[src/rtl/core/adtsfs_pkg.sv]
// ----------------------------------------------------------------------------
// adtsfs_pkg
// Shared types and constants of the ADTS frame synchronizer.
// ----------------------------------------------------------------------------
package adtsfs_pkg;

    localparam int FRAME_COUNT_BITS_DEF = 16;
    localparam int HDR_BYTES            = 6;
    localparam int QUEUE_DEPTH          = 4;

    localparam logic [7:0]  SYNC_BYTE     = 8'hFF;
    localparam logic [3:0]  SYNC_NIBBLE   = 4'hF;
    localparam logic [12:0] MIN_FRAME_LEN = 13'd7;

    typedef enum logic [1:0] {
        PH_HUNT1,
        PH_HUNT2,
        PH_HEADER,
        PH_BODY
    } t_phase;

    typedef struct packed {
        logic [7:0] in_byte;
    } t_in_item;

    typedef struct packed {
        logic [7:0]  data_byte;
        logic [12:0] byte_index;
        logic [12:0] frame_length;
        logic [1:0]  profile;
        logic [3:0]  freq_index;
        logic [15:0] frame_number;
        logic        last_of_frame;
    } t_out_item;

    // one queue entry: either a whole header burst or one body byte
    typedef struct packed {
        logic                        burst;
        logic [HDR_BYTES-1:0][7:0]   bytes;
        logic [12:0]                 index;
        logic [12:0]                 length;
        logic [1:0]                  profile;
        logic [3:0]                  freq;
        logic [15:0]                 frame_num;
        logic                        last;
    } t_cmd;

    typedef struct packed {
        logic empty;
        logic full;
    } t_q_stat;

endpackage

[src/rtl/core/adtsfs_stream_if.sv]
// ----------------------------------------------------------------------------
// adtsfs_stream_if
// Valid/ready stream channel carrying one payload item per transaction.
// ----------------------------------------------------------------------------
interface adtsfs_stream_if #(
    parameter type T = logic
);
    logic valid;
    logic ready;
    T     data;

    modport source (output valid, output data, input ready);
    modport sink   (input valid, input data, output ready);
endinterface

[src/rtl/core/adtsfs_back.sv]
// ----------------------------------------------------------------------------
// adtsfs_back
// Expands queued commands into result transactions through an output register.
// ----------------------------------------------------------------------------
module adtsfs_back (
    input  logic                i_clk,
    input  logic                i_rst_n,
    input  adtsfs_pkg::t_cmd    i_head,
    input  adtsfs_pkg::t_q_stat i_q_stat,
    output logic                o_pop,
    adtsfs_stream_if.source     o_out
);
    import adtsfs_pkg::*;

    logic       r_valid, n_valid;
    t_out_item  r_item, n_item;
    logic [2:0] r_sub, n_sub;
    logic       take;

    assign take        = !r_valid || o_out.ready;
    assign o_out.valid = r_valid;
    assign o_out.data  = r_item;

    always_comb begin
        n_valid = r_valid;
        n_item  = r_item;
        n_sub   = r_sub;
        o_pop   = 1'b0;
        if (take) begin
            n_valid = !i_q_stat.empty;
            if (!i_q_stat.empty) begin
                n_item.frame_length = i_head.length;
                n_item.profile      = i_head.profile;
                n_item.freq_index   = i_head.freq;
                n_item.frame_number = i_head.frame_num;
                if (i_head.burst) begin
                    n_item.data_byte     = i_head.bytes[r_sub];
                    n_item.byte_index    = 13'(r_sub);
                    n_item.last_of_frame = 1'b0;
                    if (r_sub == 3'(HDR_BYTES - 1)) begin
                        n_sub = '0;
                        o_pop = 1'b1;
                    end else begin
                        n_sub = r_sub + 3'd1;
                    end
                end else begin
                    n_item.data_byte     = i_head.bytes[0];
                    n_item.byte_index    = i_head.index;
                    n_item.last_of_frame = i_head.last;
                    o_pop                = 1'b1;
                end
            end
        end
    end

    always_ff @(posedge i_clk) begin
        if (!i_rst_n) begin
            r_valid <= 1'b0;
            r_sub   <= '0;
        end else begin
            r_valid <= n_valid;
            r_sub   <= n_sub;
        end
    end

    always_ff @(posedge i_clk) begin
        r_item <= n_item;
    end

endmodule

[src/flat_wrapper.sv]
// flat-port wrapper written by rule: the top's interface ports become plain ports
module adtsfs_back_flat import adtsfs_pkg::*;
  (i_clk, i_rst_n, i_head, i_q_stat, o_pop, o_out_valid, o_out_data, o_out_ready);
  adtsfs_stream_if o_out_i ();
  input  logic i_clk;
  input  logic i_rst_n;
  input  adtsfs_pkg::t_cmd i_head;
  input  adtsfs_pkg::t_q_stat i_q_stat;
  output logic o_pop;
  output wire logic [$bits(o_out_i.valid)-1:0] o_out_valid;
  output wire logic [$bits(o_out_i.data)-1:0] o_out_data;
  input wire logic [$bits(o_out_i.ready)-1:0] o_out_ready;
  assign o_out_valid = o_out_i.valid;
  assign o_out_data = o_out_i.data;
  assign o_out_i.ready = o_out_ready;
  adtsfs_back u_core (.i_clk(i_clk), .i_rst_n(i_rst_n), .i_head(i_head), .i_q_stat(i_q_stat), .o_pop(o_pop), .o_out(o_out_i));
endmodule
[config.mk]
export PLATFORM = sky130hd
export DESIGN_NAME = adtsfs_back_flat
export DESIGN_NICKNAME = d
export VERILOG_FILES = /design/src/rtl/core/adtsfs_pkg.sv /design/src/rtl/core/adtsfs_stream_if.sv /design/src/rtl/core/adtsfs_back.sv /design/src/flat_wrapper.sv
export SDC_FILE = /design/constraint.sdc
export NUM_CORES = 1
export LEC_CHECK = 0
export BUFFER_PORTS_ARGS = -buffer_cell sky130_fd_sc_hd__buf_4
export CORE_MARGIN = 4
export CORE_UTILIZATION = 14
export DETAILED_ROUTE_END_ITERATION = 7
export PLACE_DENSITY = 0.76
export RECOVER_POWER = 100
export SLEW_MARGIN = 10
export SYNTH_ARGS = -nofsm -noshare
export SYNTH_HDL_FRONTEND = slang
export SYNTH_SLANG_ARGS = --single-unit
[constraint.sdc]
create_clock -name i_clk -period 1.1 [get_ports i_clk]
set_input_delay 0.22 -clock i_clk [delete_from_list [all_inputs] [get_ports i_clk]]
set_output_delay 0.22 -clock i_clk [all_outputs]
set_load 0.01 [all_outputs]
==> metrics.txt <==
met1 usage=4.11%; Setup-failing EPs final=1; failing checks=setup timing; Min-Delay Path Class=primary input to register; switching share of power=22.4%; clock power share=43.6%; Yosys reg bits=5; Die W=50.2 um; RSZ-0062 raised after global routing=yes; largest net degree at the start of global routing=7; Cell Rows=14; syn nets=128; grt met3 use=4.73%; Detailed Route WL=515 um; Final Slew Violations=0; clk_skew=0.000842 ns; Worst Max-Slew Pin Slew=0.191 ns; Placer Congestion=0.632; Mean Syn Cell Area=9.96 um^2; Die Ht=50.2 um; max cap viols=0; Yosys top cell area share=32.2%; sw power=109 uW; Layout area overhead=60.3%; leakage=0.162 nW; Final nets=144; critical path peak fanout=2; top cell type by total area after synthesis=dfxtp_1; vias in the first global route=234; ratio of cells with drive above 1 in the final layout=50.0%; required time worst endpoint=0.88 ns; sequential fraction of the synthesis area=44.2%; vias per cell=3.45; GRT Total Usage=4.62%; Synth area leaders=dfxtp_1 32%, edfxtp_1 12%, mux2i_1 8.0%; Clock Latency Late Sink=0.24 ns; antenna-violating nets left=0; CP endpoint kind=output pin; first-pass GRT wire length=841 um; worst slack at placement=-0.00138 ns; Final Power=486 uW; ys flop type=dfxtp_1; Internal Power=377 uW; CTS tree=built; sequential share of power=41.8%; Max H-tree Level=1; asr flop ratio synth=0%; DP Cell Count=57; Finished Core Util=25.0%; Synth top cells by count=4 x dfxtp_1, 4 x nand2_1, 2 x mux2i_1, 2 x nor2_1; Remaining DRCs=0; Yosys warning count=0; Num CTS Buffers=3; relative slew slack=87.2%; core box area=1590 um^2; GR peak layer=met2; root buf cell=clkbuf_4; combinational power share=14.6%; clock-pin slew on the worst setup and hold paths=0.04 ns; crit share post-route=112%; fin cells=64; number of fill cells in the layout=176; Max VDD drop=0.401 mV; IO Port Bufs=8; initial antenna violation count=0; Netlist cell types=17; fmax=0.810 GHz; setup ws final=-0.135 ns; Hold Buf Count CTS=0; Die Area=2520 um^2; antenna cells=0; Final TNS setup=-0.135 ns; Syn Inst Count=25; final hold violations=0; GRT Residual Overflow=0; DR pass1 iterations=2; met2 Use GR=7.17%; Post-Syn Area=249 um^2; crit path time final=1.23 ns; Post-synth EDFFs=1; Sink Count=5; I/O pins=106; Startpoint Class=register; WP data arrival=1.01 ns; Max clock buf depth=2; CP Class=register to output pin; Initial Utilization=15.6%; per-cell routed wire length=8.05 um; vias post-DR=221; Power Density=1220 nW/um^2; First DRT Iteration DRCs=1; status=finished with violations
-- cell type report --
cell class                 count  area, um^2  area share, %
tap                           24        30.0           7.52
inverter                       1        3.75          0.940
multi-input combinational     19         146           36.7
sequential                     5         114           28.5
timing repair buffer          11        78.8           19.7
clock buffer                   4        26.3           6.58
-- path summary, 6_finish.rpt --
kind | start | end | slack [ns] | cells after the start
hold / removal | i_rst_n | u_core.o_out.valid$_SDFFE_PN0P_ | 0.24 | 2
setup / recovery | u_core.o_out.valid$_SDFFE_PN0P_ | o_pop | -0.13 | 4
setup reg to reg | u_core.o_out.valid$_SDFFE_PN0P_ | u_core.r_sub[0]$_SDFFE_PN0P_ | 0.01 | 4
hold reg to reg | u_core.r_sub[0]$_SDFFE_PN0P_ | u_core.r_sub[0]$_SDFFE_PN0P_ | 0.50 | 2
-- power by group through the flow --
| stage | clock [mW] | sequential, mW | combinational (mW) |
|---|---|---|---|
| CTS | 0.221 | 0.203 | 0.0727 |
| floorplan | 0 | 0.206 | 0.0269 |
| finish | 0.212 | 0.203 | 0.0710 |
| global route | 0.234 | 0.204 | 0.0781 |
| global placement | 0 | 0.204 | 0.0606 |
| detailed placement | 0 | 0.205 | 0.0620 |
-- logic make-up after synthesis --
family | count (synthesis) | synth area share (%)
buffers and inverters | 1 | 1.51
and+or+nand+nor | 13 | 36.2
muxes | 2 | 8.04
DFF | 5 | 44.2
AOI/OAI and AO/OA | 4 | 10.0
-- stage by stage --
stage,area [um^2],hold WS (ns)
2_1_floorplan,249,0.338
3_3_place_gp,339,0.472
3_5_place_dp,339,0.480
4_1_cts,397,0.236
5_1_grt,399,0.244
6_report,399,0.240
-- cell usage in the layout (no fill, tap or decap), types with 2 or more instances in the layout --
cell type,count
dfxtp_2,3
buf_4,8
nand2_1,4
mux2i_1,2
clkbuf_4,3
o21ai_1,2
clkbuf_1,3
-- routing by layer --
metal  part of all wire [%]  up-vias
met2                     51        7
met3                    8.7        0
met4                      0        0
met1                     40       98
li1                       -      116
met5                      0        -
-- critical path, stage by stage (launching register included) --
cell and delay (ns):
dfxtp_2 0.33, nor2b_4 0.14, nor2_2 0.04, and2_4 0.15, buf_6 0.11
-- state kept, by name (all words and copies together) (netlist names) --
| name | count |
|---|---|
| u_core.r_sub | 3 |
| u_core.o_out.data | 1 |
| u_core.o_out.valid | 1 |
-- repair_timing --
item / CTS / global route
gates resized for setup: 6 / 2
endpoints found under the hold margin: 0 / 0
pin swaps: 3 / 4
endpoints found under the setup margin: 1 / 4
buffers inserted: 2 / 1
(Power assumes the default switching activity.)
