--- config.mk ---
export PLATFORM = sky130hd
export DESIGN_NAME = adtsfs_queue
export DESIGN_NICKNAME = d
export VERILOG_FILES = /design/src/rtl/core/adtsfs_pkg.sv /design/src/rtl/core/adtsfs_queue.sv
export SDC_FILE = /design/constraint.sdc
export NUM_CORES = 1
export LEC_CHECK = 0
export ABC_AREA = 0
export BUFFER_PORTS_ARGS = -buffer_cell sky130_fd_sc_hd__buf_2
export CORE_UTILIZATION = 55
export DETAILED_ROUTE_END_ITERATION = 12
export GPL_TIMING_DRIVEN = 0
export PLACE_DENSITY = 0.83
export SLEW_MARGIN = 15
export SYNTH_ARGS = -nofsm -noshare
export SYNTH_HDL_FRONTEND = slang
export SYNTH_SLANG_ARGS = --single-unit
--- constraint.sdc ---
create_clock -name i_clk -period 4.2 [get_ports i_clk]
set_input_delay 0.63 -clock i_clk [delete_from_list [all_inputs] [get_ports i_clk]]
set_output_delay 0.63 -clock i_clk [all_outputs]
set_load 0.005 [all_outputs]
--- src/rtl/core/adtsfs_pkg.sv ---
// ----------------------------------------------------------------------------
// adtsfs_pkg
// Shared types and constants of the ADTS frame synchronizer.
// ----------------------------------------------------------------------------
package adtsfs_pkg;

    localparam int FRAME_COUNT_BITS_DEF = 16;
    localparam int HDR_BYTES            = 6;
    localparam int QUEUE_DEPTH          = 4;

    localparam logic [7:0]  SYNC_BYTE     = 8'hFF;
    localparam logic [3:0]  SYNC_NIBBLE   = 4'hF;
    localparam logic [12:0] MIN_FRAME_LEN = 13'd7;

    typedef enum logic [1:0] {
        PH_HUNT1,
        PH_HUNT2,
        PH_HEADER,
        PH_BODY
    } t_phase;

    typedef struct packed {
        logic [7:0] in_byte;
    } t_in_item;

    typedef struct packed {
        logic [7:0]  data_byte;
        logic [12:0] byte_index;
        logic [12:0] frame_length;
        logic [1:0]  profile;
        logic [3:0]  freq_index;
        logic [15:0] frame_number;
        logic        last_of_frame;
    } t_out_item;

    // one queue entry: either a whole header burst or one body byte
    typedef struct packed {
        logic                        burst;
        logic [HDR_BYTES-1:0][7:0]   bytes;
        logic [12:0]                 index;
        logic [12:0]                 length;
        logic [1:0]                  profile;
        logic [3:0]                  freq;
        logic [15:0]                 frame_num;
        logic                        last;
    } t_cmd;

    typedef struct packed {
        logic empty;
        logic full;
    } t_q_stat;

endpackage

--- src/rtl/core/adtsfs_queue.sv ---
// ----------------------------------------------------------------------------
// adtsfs_queue
// Short register queue of commands between the front and the back.
// ----------------------------------------------------------------------------
module adtsfs_queue (
    input  logic                i_clk,
    input  logic                i_rst_n,
    input  logic                i_push,
    input  adtsfs_pkg::t_cmd    i_cmd,
    input  logic                i_pop,
    output adtsfs_pkg::t_cmd    o_head,
    output adtsfs_pkg::t_q_stat o_stat
);
    import adtsfs_pkg::*;

    localparam int PTR_W = $clog2(QUEUE_DEPTH);
    localparam int CNT_W = $clog2(QUEUE_DEPTH + 1);

    t_cmd             r_mem [QUEUE_DEPTH];
    logic [PTR_W-1:0] r_wr_ptr, n_wr_ptr;
    logic [PTR_W-1:0] r_rd_ptr, n_rd_ptr;
    logic [CNT_W-1:0] r_count, n_count;

    assign o_stat.empty = (r_count == '0);
    assign o_stat.full  = (r_count == CNT_W'(QUEUE_DEPTH));
    assign o_head       = r_mem[r_rd_ptr];

    always_comb begin
        n_wr_ptr = r_wr_ptr;
        n_rd_ptr = r_rd_ptr;
        n_count  = r_count;
        if (i_push) begin
            n_wr_ptr = (r_wr_ptr == PTR_W'(QUEUE_DEPTH - 1)) ? '0 : r_wr_ptr + 1'b1;
        end
        if (i_pop) begin
            n_rd_ptr = (r_rd_ptr == PTR_W'(QUEUE_DEPTH - 1)) ? '0 : r_rd_ptr + 1'b1;
        end
        case ({i_push, i_pop})
            2'b10:   n_count = r_count + 1'b1;
            2'b01:   n_count = r_count - 1'b1;
            default: n_count = r_count;
        endcase
    end

    always_ff @(posedge i_clk) begin
        if (!i_rst_n) begin
            r_wr_ptr <= '0;
            r_rd_ptr <= '0;
            r_count  <= '0;
        end else begin
            r_wr_ptr <= n_wr_ptr;
            r_rd_ptr <= n_rd_ptr;
            r_count  <= n_count;
        end
    end

    always_ff @(posedge i_clk) begin
        if (i_push) begin
            r_mem[r_wr_ptr] <= i_cmd;
        end
    end

endmodule

==> results of run 1 <==
## cell type report
class	count	area (sq um)	share of cell area [%]
Inverter	6	22.52	0.1294
Antenna cell	3	7.507	0.04312
Buffer	22	137.6	0.7905
Clock buffer	53	1071	6.152
Sequential cell	401	11950	68.65
Tap cell	335	419.2	2.407
Timing Repair Buffer	209	1196	6.870
Clock inverter	20	126.4	0.7258
Multi-Input combinational cell	130	2479	14.24
## per-layer routing
| metal | vias up | wire [microns] | GRT usage, % |
|---|---|---|---|
| li1 | 2915 | - | - |
| met1 | 3384 | 10380 | 24.70 |
| met2 | 221 | 13620 | 33.44 |
| met3 | 38 | 1828 | 5.399 |
| met4 | 4 | 505 | 6.088 |
| met5 | - | 23 | 0 |
## stage by stage
stage                     total power (W)  TNS [ps]
after floorplan                  0.005047         0
after global placement           0.005349   -390890
after detailed placement         0.005374         0
after CTS                        0.008613         0
after global routing             0.008819         0
final                            0.008526         0
## cell usage after synthesis, drive strengths merged
cell type  number
clkbuf          7
nor2b           4
ha              6
and3            1
and2            6
mux2i           2
o21ai           2
fa              1
inv             6
mux4           98
edfxtp        392
a21oi           1
nor3            1
nand2           1
xor2            1
a21boi          1
buf            15
xnor2           1
or3             1
dfxtp           9
nor3b           2
o21a            1
## state kept, by name, summed over array words and instances (netlist names), named ones only
name	cells
r_rd_ptr	2
r_wr_ptr	2
r_mem	392
r_count	3
## path summary, 6_finish.rpt
| check | startpoint | endpoint | slack (ps) | depth (start not counted) |
|---|---|---|---|---|
| min reg2reg | r_count[2] | r_count[2] | 520 | 2 |
| max | flip-flop | o_head[1] | 1340 | 4 |
| max reg2reg | r_wr_ptr[0] | r_mem[0][66] | 2280 | 5 |
| min | i_cmd[26] | r_mem[0][26] | 320 | 1 |
## kinds of logic (layout without fill, tap and decap cells)
| family | after synthesis | in the layout | share of synthesized area [%] |
|---|---|---|---|
| compound gates | 5 | 5 | 0.2060 |
| xor+xnor | 2 | 2 | 0.1202 |
| fa+ha+maj | 7 | 7 | 0.6522 |
| buf+inv | 28 | 310 | 1.098 |
| flops | 401 | 401 | 81.97 |
| mux | 100 | 100 | 15.28 |
| other cells | 0 | 3 | 0 |
| simple gates | 16 | 16 | 0.6779 |
## where the power goes
part,internal (W),total (W),leakage (nW),switching [W]
Combinational,0.000335,0.000675,1.63,0.000340
Clock,0.00186,0.00325,0.583,0.00139
Sequential,0.00456,0.00460,3.67,0.0000388
## critical path, cell delays in order (launching register included)
cell,delay (ps)
dfxtp_1,300
buf_2,230
clkbuf_1,590
mux4_2,440
buf_2,150
==> results.yml, run 1 <==
routing:
  routed_via_density: 5.566
  drc: 0
  final_antenna_net_count: 0
  drt_iter0_markers: 501
  via_count: 6562
  first_pass_iters: 4
  wirelength_microns: 26360
  wl_per_cell_microns: 22.36
clocking:
  cts_tree: "yes"
  clockBufferDepth: 3
  h-tree-depth: 2
  cts_root_buf: "clkbuf_16"
  insertion_delay_ps: 520
  clk_pin_slew_worst_paths_ps: 60
  holdBufCountCts: 0
  cts_setup_buffers: 0
  clock_sinks: 401
  cts-resized-gates: 0
  numCtsBuffers: 40
power_and_ir_drop:
  ir_worst_vdd_mv: 0.4479
  p_per_area_nw_per_um2: 489.7
  p_leak_nw: 5.891
floorplan:
  die_w_microns: 164.8
  die_h_microns: 164.8
  die_area_sq_um: 27160
  io_pins: 202
  core_sq_um: 26060
  start_util_pct: 55.95
  num_rows: 59
placed_design:
  dpl_cell_area_sq_um: 16210
  gp_congestion: 0.6920
  place_ws_ps: 1827
  dp_cells: 1103
  dpl.hpwl_microns: 16150
  portBuffers: 201
sta:
  max_slew_margin_pct: 51.43
  hold_viol_final: 0
  skew_ps: 11.16
  report.final.slew_viol_count: 0
  min_period_ps: 2860
  worst_pin_slew_ps: 728.5
  rsz0062_at_grt: "no"
  setup_viol: 0
  setup_ws_ps: 1340
  fin_crit_sh_pct: 68.11
  whs_ps: 324.5
  fmax_ghz: 0.3496
logic_synthesis:
  yosys_warnings: 0
  syn_inst: 559
  synth_top_area_share_pct: 80.73
  synth_nets: 668
  synthDistinctLibCells: 24
  yosys.area.top_type: "edfxtp_1"
  netlist_area_sq_um: 14580
  synth_area_leaders: "edfxtp_1, mux4_2, dfxtp_1"
  yosysSeqAreaShare_pct: 81.97
  ys_ff_latch: 401
  syn_area_per_cell_sq_um: 26.08
finish:
  drive_gt1_share_pct: 44.83
  fin_area_sq_um: 17410
  layout.cells.non_filler: 1179
  final_common_cell: "edfxtp_1"
  syn_to_final_growth_pct: 19.41
  nets: 919
  finalCoreUtilization_pct: 66.81
  mostFrequentLayoutCells: "edfxtp_1, buf_2, mux4_2, clkbuf_16, clkbuf_1"
  fillers: 1615
setup_path:
  worst_ep_arrival_time_ps: 2230
  cp-start-kind: "flip-flop"
  critPathCaptureType: "output pin"
  path_max_fanout: 10
  worst-setup-path-type: "reg -> out"
  critPathRequiredTime_ps: 3570
global_routing:
  grt_first_pass_wirelength_microns: 39120
  grt_max_degree: 51
  grt_pass1_vias: 6960
  track_usage_pct: 19.67
  antenna_found_initial: 5
  grt_overflow: 0
worst_hold_path:
  hp-class: "in -> reg"
status:
  status: "complete, no violations"
job:
  max_cap_violations: 0
No activity file was read; power rests on OpenSTA's default activity.
==> run 2, diff against run 1 <==
- CORE_UTILIZATION: 55 -> 51
- PLACE_DENSITY: 0.83 -> 0.81
- clock period: 4.2 -> 2.6 ns (I/O delays scaled with it)
==> results.yml, run 2 (same netlist as run 1, synthesis figures left out) <==
status:
  status: "complete, no violations"
global_routing:
  track_usage_pct: 18.44
  grt_pass1_vias: 7082
  grt_first_pass_wirelength_microns: 39790
  grt_overflow: 0
  antenna_found_initial: 1
  grt_max_degree: 50
clocking:
  cts_tree: "yes"
  insertion_delay_ps: 520
  cts_setup_buffers: 0
  clock_sinks: 401
  h-tree-depth: 2
  cts_root_buf: "clkbuf_16"
  numCtsBuffers: 41
  clockBufferDepth: 3
  clk_pin_slew_worst_paths_ps: 60
routing:
  first_pass_iters: 7
  wl_per_cell_microns: 21.69
  wl_met3_microns: 1927
  routed_via_density: 5.467
  met1Wirelength_microns: 10610
  wirelength_microns: 26490
  routed.top_layer: "met4"
  met2WireLength_microns: 13290
  drc: 0
  final_antenna_net_count: 0
  via_count: 6675
  drt_iter0_markers: 472
power_and_ir_drop:
  power_frac_comb_pct: 7.6
  finalPower_w: 0.01441
  ir_worst_vdd_mv: 0.5855
  p_seq_share_pct: 51.6
  clock_power_share_pct: 40.8
  p_int_w: 0.01153
  swShare_pct: 20.00
  p_per_area_nw_per_um2: 816.0
  p_sw_w: 0.002882
  p_leak_nw: 6.002
setup_path:
  cp-start-kind: "flip-flop"
  worst_ep_arrival_time_ps: 2100
  critPathCaptureType: "output pin"
  reg2reg_slack_ps: 680
  r2r_cells: 4
  rr_startpoint: "r_wr_ptr[0]"
  critPathRequiredTime_ps: 2210
  reg2reg_to: "r_mem[1][72]"
  worst-setup-path-type: "reg -> out"
  path_max_fanout: 10
worst_hold_path:
  worstHoldStart: "i_cmd[51]"
  hp-class: "in -> reg"
  min_to: "r_mem[3][51]"
  hold_path_depth: 1
finish:
  reg_top3: "r_mem x392, r_count x3"
  nets: 920
  fin_area_sq_um: 17660
  fillers: 1911
  final_common_cell: "edfxtp_1"
  largest_register_ffs: 392
  drive_gt1_share_pct: 46.56
  top_register: "r_mem"
  mostFrequentLayoutCells: "edfxtp_1, buf_2, mux4_2, clkbuf_16, clkbuf_1"
  syn_to_final_growth_pct: 21.11
floorplan:
  io_pins: 202
  num_rows: 61
  die_h_microns: 171.1
  die_area_sq_um: 29270
  core_sq_um: 27930
  die_w_microns: 171.1
  start_util_pct: 52.19
sta:
  max_slew_margin_pct: 68.35
  fin_crit_sh_pct: 95.91
  report.final.slew_viol_count: 0
  skew_ps: 9.264
  fmax_ghz: 0.4010
  rsz0062_at_grt: "no"
  worst_pin_slew_ps: 474.8
  setup_viol: 0
  hold_viol_final: 0
  min_period_ps: 2494
placed_design:
  gp_congestion: 0.6895
  portBuffers: 201
  dpl.hpwl_microns: 15970
  dpl_cell_area_sq_um: 16260
job:
  max_cap_violations: 0
## run 2: worst max-delay path by stage
stage | endpoint | cells after the start | startpoint
floorplan | r_mem[3][0] | 2 | r_wr_ptr[0]
global placement | r_mem[3][75] | 2 | r_wr_ptr[0]
detailed placement | o_head[69] | 5 | flip-flop
CTS | o_head[77] | 5 | flip-flop
global route | o_head[14] | 4 | flip-flop
finish | o_head[14] | 4 | flip-flop
## run 2: power groups by stage
stage,clock [W],combinational [W],sequential [W]
after global placement,0,0.00105,0.00757
after detailed placement,0,0.00112,0.00757
after CTS,0.00602,0.00113,0.00743
final,0.00588,0.00110,0.00743
after floorplan,0,0.000584,0.00756
after global routing,0.00625,0.00120,0.00745
## run 2: area by class of cell
type / count / area [sq um] / share of cell area [%]
Buffer: 22 / 156.4 / 0.8857
Clock buffer: 56 / 1155 / 6.540
Timing Repair Buffer: 209 / 1196 / 6.774
Inverter: 6 / 22.52 / 0.1275
Tap cell: 378 / 473.0 / 2.678
Multi-Input combinational cell: 130 / 2479 / 14.04
Clock inverter: 18 / 222.7 / 1.261
Sequential cell: 401 / 11950 / 67.68
Antenna cell: 1 / 2.502 / 0.01417
## run 2: critical path, stage by stage, from the launching register on
cell	delay, ps
dfxtp_1	320
buf_6	170
buf_2	360
mux4_2	590
buf_2	150
## run 2: metal layers
metal	global-route usage (%)	vias up
li1	-	2924
met1	24.10	3466
met2	30.36	231
met3	4.603	54
met4	6.328	0
met5	0	-
## run 2: stage by stage
stage | instances | worst slack (ps) | TNS [ps] | util [%] | hold WS, ps
floorplan | 559 | 394.9 | 0 | - | 472.9
global placement | 1138 | -552.8 | -202780 | 57.51 | 494.9
detailed placement | 1146 | 489.3 | 0 | 58.21 | 512.1
CTS | 1220 | -82.01 | -2068 | 63.14 | 52.33
global route | 1220 | 8.201 | 0 | 63.20 | 58.10
finish | 1221 | 106.3 | 0 | 63.21 | 77.78
## run 2: repair_timing
action	in CTS	in global routing
hold buffers	0	0
gates resized for setup	0	19
setup endpoints to repair	50	86
pin swaps	0	0
hold endpoints to repair	0	0
==> run 3, diff against run 2 <==
- CORE_MARGIN: default -> 1.5
==> results.yml, run 3 (same netlist as run 1, synthesis figures left out) <==
status:
  status: "complete, no violations"
sta:
  report.final.slew_viol_count: 0
  fmax_ghz: 0.4045
  skew_ps: 14.74
  setup_viol: 0
  fin_crit_sh_pct: 95.09
  max_slew_margin_pct: 76.41
  whs_ps: 80.91
  worst_pin_slew_ps: 353.8
  rsz0062_at_grt: "no"
  hold_viol_final: 0
  min_period_ps: 2472
finish:
  nets: 920
  multi_input_area_sq_um: 2479
  drive_gt1_share_pct: 45.54
  top_register: "r_mem"
  fin_area_sq_um: 17590
  final_common_cell: "edfxtp_1"
  fillers: 1900
  largest_register_ffs: 392
  reg_top3: "r_mem x392, r_count x3"
  mostFrequentLayoutCells: "edfxtp_1, buf_2, mux4_2, clkbuf_16, clkbuf_1"
  syn_to_final_growth_pct: 20.61
  seqCellArea_sq_um: 11950
global_routing:
  track_usage_pct: 18.17
  grt_overflow: 0
  antenna_found_initial: 5
  grt_pass1_vias: 7054
  grt_max_degree: 51
  grt_first_pass_wirelength_microns: 39810
floorplan:
  io_pins: 202
  num_rows: 61
  die_area_sq_um: 29610
  core_sq_um: 27930
  start_util_pct: 52.19
  die_w_microns: 172.1
  die_h_microns: 172.1
power_and_ir_drop:
  p_sw_w: 0.002839
  power_frac_comb_pct: 7.9
  p_per_area_nw_per_um2: 797.0
  p_seq_share_pct: 53.0
  clock_power_share_pct: 39.1
  p_int_w: 0.01118
  ir_worst_vdd_mv: 0.7721
  swShare_pct: 20.26
  p_leak_nw: 5.953
placed_design:
  gp_congestion: 0.6770
  dpl.hpwl_microns: 16460
  portBuffers: 201
  dpl_cell_area_sq_um: 16280
routing:
  via_count: 6671
  drt_iter0_markers: 510
  first_pass_iters: 5
  drc: 0
  wl_per_cell_microns: 21.65
  final_antenna_net_count: 0
  wirelength_microns: 26520
  routed_via_density: 5.446
setup_path:
  path_max_fanout: 10
  worst-setup-path-type: "reg -> out"
  cp-start-kind: "flip-flop"
  critPathRequiredTime_ps: 2210
  critPathCaptureType: "output pin"
  worst_ep_arrival_time_ps: 2080
job:
  max_cap_violations: 0
clocking:
  clk_pin_slew_worst_paths_ps: 60
  clock_sinks: 401
  cts_tree: "yes"
  insertion_delay_ps: 520
  clockBufferDepth: 3
  numCtsBuffers: 41
  cts_root_buf: "clkbuf_16"
  h-tree-depth: 2
worst_hold_path:
  hp-class: "in -> reg"
-- run 3: cell types whose count changed in the layout (fill, tap and decap cells not counted), sizes merged, moves of 2 or more --
cell,previous run,this run
buf,221,219
bufinv,5,2
clkbuf,66,71
diode,1,6
-- run 3: critical path, cell delays in order, from the launching register on --
cell	delay, ps
dfxtp_1	330
buf_6	170
buf_2	360
mux4_2	560
buf_2	140
-- run 3: cell type report --
cell class,instances,share of cell area [%]
sequential,401,67.96
multi-input combinational,130,14.09
timing repair buffer,209,6.930
clock buffer,59,6.517
tap,378,2.689
buffer,22,0.9463
clock inverter,14,0.6475
inverter,6,0.1281
antenna,6,0.08538
-- run 3: power groups by stage --
stage	Combinational, W	Clock (W)	Sequential [W]
detailed placement	0.00112	0	0.00757
global placement	0.00105	0	0.00757
floorplan	0.000584	0	0.00756
finish	0.00111	0.00548	0.00743
CTS	0.00113	0.00561	0.00743
global route	0.00121	0.00586	0.00745
-- run 3: timing repair --
action | 4_1_cts | 5_1_grt
pin swaps | 0 | 0
hold buffers | 0 | 0
gates resized for setup | 10 | 5
endpoints found under the hold margin | 0 | 0
setup endpoints to repair | 79 | 22
buffers inserted | 0 | 0
-- run 3: final timing paths --
check / cells after the start / start / slack, ps / to
setup / recovery: 4 / flip-flop / 130 / o_head[34]
hold / removal: 1 / i_cmd[27] / 80 / r_mem[2][27]
setup reg to reg: 4 / r_wr_ptr[0] / 730 / r_mem[3][94]
hold reg to reg: 2 / r_count[2] / 530 / r_count[2]
-- run 3: per-layer routing --
layer | wire length (microns) | global-route usage, % | vias to the layer above
li1 | - | - | 2921
met1 | 10690 | 23.33 | 3471
met2 | 13180 | 30.15 | 217
met3 | 2034 | 5.562 | 56
met4 | 578 | 5.217 | 6
met5 | 43 | 0 | -
-- run 3: stage by stage --
stage / setup TNS, ps / total power, W / util, % / setup slack, ps / cells
floorplan: 0 / 0.008140 / - / 394.9 / 559
global placement: -185600 / 0.008623 / 57.51 / -509.0 / 1138
detailed placement: 0 / 0.008689 / 58.29 / 413.2 / 1146
CTS: 0 / 0.01418 / 62.86 / 9.124 / 1219
global route: 0 / 0.01451 / 62.91 / 5.633 / 1220
finish: 0 / 0.01402 / 62.95 / 127.6 / 1225
